[src/design/ttay_pkg.sv]
// shared constants and types for the taylor series tangent pipeline
package ttay_pkg;

    localparam int TERM_COUNT = 12;

    localparam int ANG_W   = 32;
    localparam int TAN_W   = 32;
    localparam int RED_SH  = 30;
    localparam int RED_W   = ANG_W + RED_SH;
    localparam int FRAC_SH = 28;
    localparam int X_W     = 30;
    localparam int X2_W    = 2 * X_W - FRAC_SH;
    localparam int TM_W    = 32;
    localparam int P_W     = 34;
    localparam int M_W     = P_W;
    localparam int RCP_SH  = P_W;
    localparam int D_W     = 11;
    localparam int ACC_W   = 36;
    localparam int MAG_W   = ACC_W;
    localparam int REM_W   = MAG_W + 1;
    localparam int TAN_SH  = 16;
    localparam int Q_W     = 2 * TAN_SH;
    localparam int DIV_STEP   = 2;
    localparam int DIV_STAGES = Q_W / DIV_STEP;

    localparam logic [RED_W-1:0] TWO_PI_RED = 62'h6487ED5110B4612;
    localparam logic [RED_W-1:0] PI_RED     = 62'h3243F6A8885A309;
    localparam logic [TM_W-1:0]  ONE_Q28    = 32'h1000_0000;
    localparam logic [TAN_W-1:0] TAN_MAX    = 32'h7FFF_FFFF;
    localparam logic [TAN_W-1:0] TAN_MIN    = 32'h8000_0000;

    typedef struct packed {
        logic signed [ACC_W-1:0] s;
        logic signed [ACC_W-1:0] c;
        logic                    s_neg;
        logic [TM_W-1:0]         s_mag;
        logic                    c_neg;
        logic [TM_W-1:0]         c_mag;
        logic [X2_W-1:0]         x2;
    } t_series;

endpackage

[src/design/ttay_reduce.sv]
// angle reduction into minus pi to pi and squaring of the reduced angle
module ttay_reduce import ttay_pkg::*; (
    input  logic             i_clk,
    input  logic             i_rst_n,
    input  logic             i_en,
    input  logic             i_valid,
    input  logic [ANG_W-1:0] i_angle,
    output logic             o_valid,
    output t_series          o_data
);

    localparam int NSUB = 3;

    logic [NSUB:0]    r_v;
    logic [RED_W-1:0] r_rem [NSUB+1];
    logic             r_neg [NSUB+1];
    logic             r_fv;
    logic             r_fneg;
    logic [X_W-1:0]   r_xmag;
    logic             r_qv;
    t_series          r_out;

    logic [ANG_W-1:0]   n_mag;
    logic               n_gt;
    logic [RED_W-1:0]   n_fold;
    logic [2*X_W-1:0]   n_sq;

    assign n_mag  = i_angle[ANG_W-1] ? (~i_angle + 1'b1) : i_angle;
    assign n_gt   = r_rem[NSUB] > PI_RED;
    assign n_fold = n_gt ? (TWO_PI_RED - r_rem[NSUB]) : r_rem[NSUB];
    assign n_sq   = r_xmag * r_xmag;

    always_ff @(posedge i_clk) begin
        if (!i_rst_n) begin
            r_v  <= '0;
            r_fv <= 1'b0;
            r_qv <= 1'b0;
        end else if (i_en) begin
            r_v  <= {r_v[NSUB-1:0], i_valid};
            r_fv <= r_v[NSUB];
            r_qv <= r_fv;
        end
    end

    always_ff @(posedge i_clk) begin
        if (i_en) begin
            r_rem[0] <= {n_mag, {RED_SH{1'b0}}};
            r_neg[0] <= i_angle[ANG_W-1];
        end
    end

    // restoring steps by four, two and one periods
    for (genvar k = 1; k <= NSUB; k++) begin : g_sub
        localparam logic [RED_W-1:0] STEP = TWO_PI_RED << (NSUB - k);
        always_ff @(posedge i_clk) begin
            if (i_en) begin
                if (r_rem[k-1] >= STEP) begin
                    r_rem[k] <= r_rem[k-1] - STEP;
                end else begin
                    r_rem[k] <= r_rem[k-1];
                end
                r_neg[k] <= r_neg[k-1];
            end
        end
    end

    always_ff @(posedge i_clk) begin
        if (i_en) begin
            r_fneg      <= r_neg[NSUB] ^ n_gt;
            r_xmag      <= n_fold[FRAC_SH+X_W-1:FRAC_SH];
            r_out.s     <= '0;
            r_out.c     <= '0;
            r_out.s_neg <= r_fneg;
            r_out.s_mag <= {{(TM_W-X_W){1'b0}}, r_xmag};
            r_out.c_neg <= 1'b0;
            r_out.c_mag <= ONE_Q28;
            r_out.x2    <= n_sq[FRAC_SH+X2_W-1:FRAC_SH];
        end
    end

    assign o_valid = r_qv;
    assign o_data  = r_out;

endmodule

[config.mk]
export PLATFORM = sky130hd
export DESIGN_NAME = ttay_reduce
export DESIGN_NICKNAME = d
export VERILOG_FILES = /design/src/design/ttay_pkg.sv /design/src/design/ttay_reduce.sv
export SDC_FILE = /design/constraint.sdc
export NUM_CORES = 2
export LEC_CHECK = 0
export ABC_AREA = 1
export ABC_CLOCK_PERIOD_IN_PS = 9840
export BUFFER_PORTS_ARGS = -buffer_cell sky130_fd_sc_hd__buf_2
export CORE_MARGIN = 2
export CORE_UTILIZATION = 55
export DETAILED_ROUTE_END_ITERATION = 10
export PLACE_DENSITY = 0.73
export SLEW_MARGIN = 25
export SYNTH_ARGS = -nofsm -noshare
export SYNTH_HDL_FRONTEND = slang
export SYNTH_SLANG_ARGS = --single-unit
[constraint.sdc]
create_clock -name i_clk -period 9.84 [get_ports i_clk]
set_input_delay 0.984 -clock i_clk [delete_from_list [all_inputs] [get_ports i_clk]]
set_output_delay 0.984 -clock i_clk [all_outputs]
set_load 0.005 [all_outputs]
==> flow_summary_export.csv <==
group,metric,value,unit
worst_setup_path,critPathMaxStageDelay,1.02,ns
logic_synthesis,synth_sequential_area_ratio,0.182,
route,routed_via_density,5.16,
timing,tightest_slew,1.08,ns
global_route,globalRouteOverflowTotal,0,
floorplan,die_h,290,um
worst_setup_path,timing.critical_path.from,"r_xmag[4]",
worst_setup_path,cp_num_cells,23,
finish,area_growth_syn_to_layout,5.54,%
timing,final-hold-violation-count,0,
route,detail_route.first_pass.iterations,5,
logic_synthesis,synth_cells,5732,
timing,report.final.setup_viol,0,
worst_setup_path,r2r-end,"o_data[14]",
cts,clkLatencyLatePin,0.58,ns
route,antenna_left,0,
finish,final_cells,6876,
logic_synthesis,synth.ff_latch_count,274,
logic_synthesis,yosysUniqueCellTypes,45,
floorplan,die_x,290,um
worst_setup_path,cp.buffers_inverters,6,
route,routed_len_inst,17.7,um
route,detailroute.via_count,35500,
timing,finalMaxSlewViolations,0,
worst_setup_path,worst_r2r_startpoint,"r_xmag[4]",
placement,placed_cells_incl_taps,6812,
cts,cts_num_sinks,274,
timing,final_critical_path_setup_slack,1.82,ns
finish,regArea,8170,sq um
timing,totalNegativeSetupSlack,0,ns
logic_synthesis,syn-cell-area,44800,sq um
timing,finalWorstPathRequiredPeriod,8.02,ns
status,run_status,"finished clean",
cts,cts.root.buffer_cell,"sky130_fd_sc_hd__clkbuf_16",
placement,port-buffer-count,99,
flow_run,maxCapViolCount,0,
logic_synthesis,number_of_enable_type_register_cells_in_the_synthesized_netlist,268,
timing,final.period_utilization,0.815,
worst_setup_path,cp.required,10.15,ns
floorplan,fp-row-count,104,
worst_setup_path,crit_fanout,21,
logic_synthesis,synth_async_sr_flop_share,0,
timing,unrepaired_setup_endpoints_after_global_routing,"false",
cts,post-cts-setup-buffer-count,0,
floorplan,initial_utilization,0.556,
finish,layout.cells.most_common,"sky130_fd_sc_hd__inv_1",
placement,placement.setup.worst_slack,1.85,ns
route,detail_route.wirelength,122,mm
finish,drive_above_1_share,0.0375,
worst_setup_path,crit_path_cell_trace,"buf_4 -> nand2_1 -> inv_1 -> fa_1 -> fa_1 -> fa_1 -> inv_1 -> fa_1 -> inv_1 -> fa_1 -> fa_1 -> fa_1 -> inv_1 -> fa_1 -> inv_1 -> ha_1 -> nand2_1 -> nor2_1 -> nand2_1 -> nor3_1 -> nand3_1 -> nand4_1 -> nand2_1",
route,drt-initial-drc-count,2638,
worst_setup_path,critical_path.endpoint_type,"register",
worst_setup_path,timing_worst_setup_path_type,"reg -> reg",
worst_setup_path,cp_slowest_cell,"sky130_fd_sc_hd__edfxtp_1",
floorplan,core_footprint,80700,sq um
global_route,first_global_vias,37500,
cts,cts-htree-levels,2,
min_path,hold_path_class,"reg -> reg",
worst_setup_path,timing.critical_path.from_type,"register",
logic_synthesis,synth-main-ff-cell,"sky130_fd_sc_hd__edfxtp_1",
logic_synthesis,synthesis.area_per_instance,7.82,sq um
cts,cts_tree,"done",
worst_setup_path,critPathCapture,"o_data[14]",
global_route,antenna_found_initial,2,
global_route,grt_pass1_wl,194,mm
cts,ctsLongestPathBuffers,3,
worst_setup_path,timing.critical_path.max_delay_family,"adder cells",
finish,finalNetCount,6800,
route,detail_route.drc_violations,0,
worst_setup_path,reg2reg_setup_slack,1.82,ns
cts,holdBufCountCts,0,
timing,slew-limit-headroom,0.281,
floorplan,design.die.area,83800,sq um
finish,diodes,0,
logic_synthesis,yosysWarningCount,0,
worst_setup_path,reg2reg_depth,23,
cts,cts.reportedPaths.clkPinSlew,0.05,ns
finish,num-fill-cells,7416,
cts,cts.repair.resized,0,
finish,multi_input_gate_area_in_the_final_layout,29900,sq um
timing,maxClockFrequency,0.125,GHz
worst_setup_path,worst-endpoint-arrival,8.33,ns
global_route,grt_max_degree,98,
floorplan,io-pin-count,207,
timing,clock-skew-final,0.0343,ns
cts,tritoncts.num_buffers,37,
global_route,track_usage,0.301,
placement,gpl.final_weighted_congestion,0.963,
worst_setup_path,cell_mode_on_critical_path,"sky130_fd_sc_hd__fa_1",
placement,hpwlAfterDp,101,mm
finish,highest_count_cells_in_the_layout_ignoring_fill_and_taps,"sky130_fd_sc_hd__inv_1 (1545), sky130_fd_sc_hd__nand2_1 (1432), sky130_fd_sc_hd__fa_1 (704), sky130_fd_sc_hd__nor2_1 (414), sky130_fd_sc_hd__ha_1 (269)",
synth_stat cells (all sizes together) (2+ instances only):
| cell type | number | share of area |
|---|---|---|
| nand4 | 57 | 0.0080 |
| o31ai | 2 | 0.00033 |
| o21bai | 19 | 0.0032 |
| or2 | 7 | 0.00098 |
| nand3b | 15 | 0.0025 |
| buf | 150 | 0.024 |
| inv | 1546 | 0.13 |
| conb | 2 | 0.00017 |
| nor4 | 5 | 0.00070 |
| o21ai | 154 | 0.017 |
| o211ai | 6 | 0.0010 |
| edfxtp | 268 | 0.18 |
| a31oi | 12 | 0.0017 |
| a21boi | 2 | 0.00033 |
| a21o | 7 | 0.0012 |
| a31o | 2 | 0.00039 |
| o22ai | 7 | 0.00098 |
| nor3 | 55 | 0.0062 |
| nand2 | 1434 | 0.12 |
| o21a | 3 | 0.00050 |
| nor2 | 419 | 0.036 |
| nand3 | 227 | 0.025 |
| ha | 269 | 0.075 |
| fa | 704 | 0.31 |
| dfxtp | 6 | 0.0027 |
| xnor2 | 37 | 0.0072 |
| and2 | 2 | 0.00028 |
| xor2 | 101 | 0.020 |
| clkbuf | 78 | 0.0065 |
| a21oi | 131 | 0.015 |
per-layer routing:
layer  up-vias  routed length, um  track usage
met5         -                 13            0
met2      1190              59400        0.526
met4         2               4430        0.101
li1      16900                  -            -
met3       269               9130       0.0523
met1     17200              48500        0.377
worst min-delay path by stage:
stage,startpoint,end,slack (ns),depth (start not counted)
after floorplan,r_fneg,o_data[97],0.40,0
after global placement,r_neg[1],r_neg[2],0.40,0
after detailed placement,r_neg[0],r_neg[1],0.41,0
after CTS,r_neg[1],r_neg[2],0.43,0
after global routing,r_neg[1],r_neg[2],0.44,0
final,r_neg[1],r_neg[2],0.42,0
metrics by stage:
| step | utilization | hold slack (ns) | cell area [sq um] |
|---|---|---|---|
| global route | 0.587 | 0.436 | 47300 |
| CTS | 0.587 | 0.426 | 47300 |
| global placement | 0.571 | 0.404 | 46100 |
| floorplan | - | 0.400 | 45200 |
| detailed placement | 0.571 | 0.413 | 46100 |
| finish | 0.587 | 0.424 | 47300 |
cell type report:
cell class | count | share of cell area
clock buffer | 42 | 0.0200
clock inverter | 22 | 0.00703
inverter | 1547 | 0.123
multi-input combinational | 3788 | 0.632
sequential | 274 | 0.173
tap | 1060 | 0.0280
timing repair buffer | 143 | 0.0177
flip-flops by register name, summed over array words and instances, names as in the netlist:
register and cells:
r_v 4, o_data 63, r_xmag 30, r_neg 4, o_valid 1, r_rem 170
r_fv 1, r_fneg 1
cell families after synthesis:
kind of cell,Yosys count,synth area share
AND/OR/NAND/NOR,2223,0.200
buffers and inverters,1775,0.160
adder cells (fa/ha/maj),973,0.389
AO/OA/AOI/OAI,346,0.0416
flip-flops,274,0.182
XOR/XNOR,138,0.0270
other,2,0.000167
multiplexers,1,0.000251
Power is left out: the tool's default activity adds up to more than one toggle a clock period on the data nets, which glitch-free logic cannot reach.
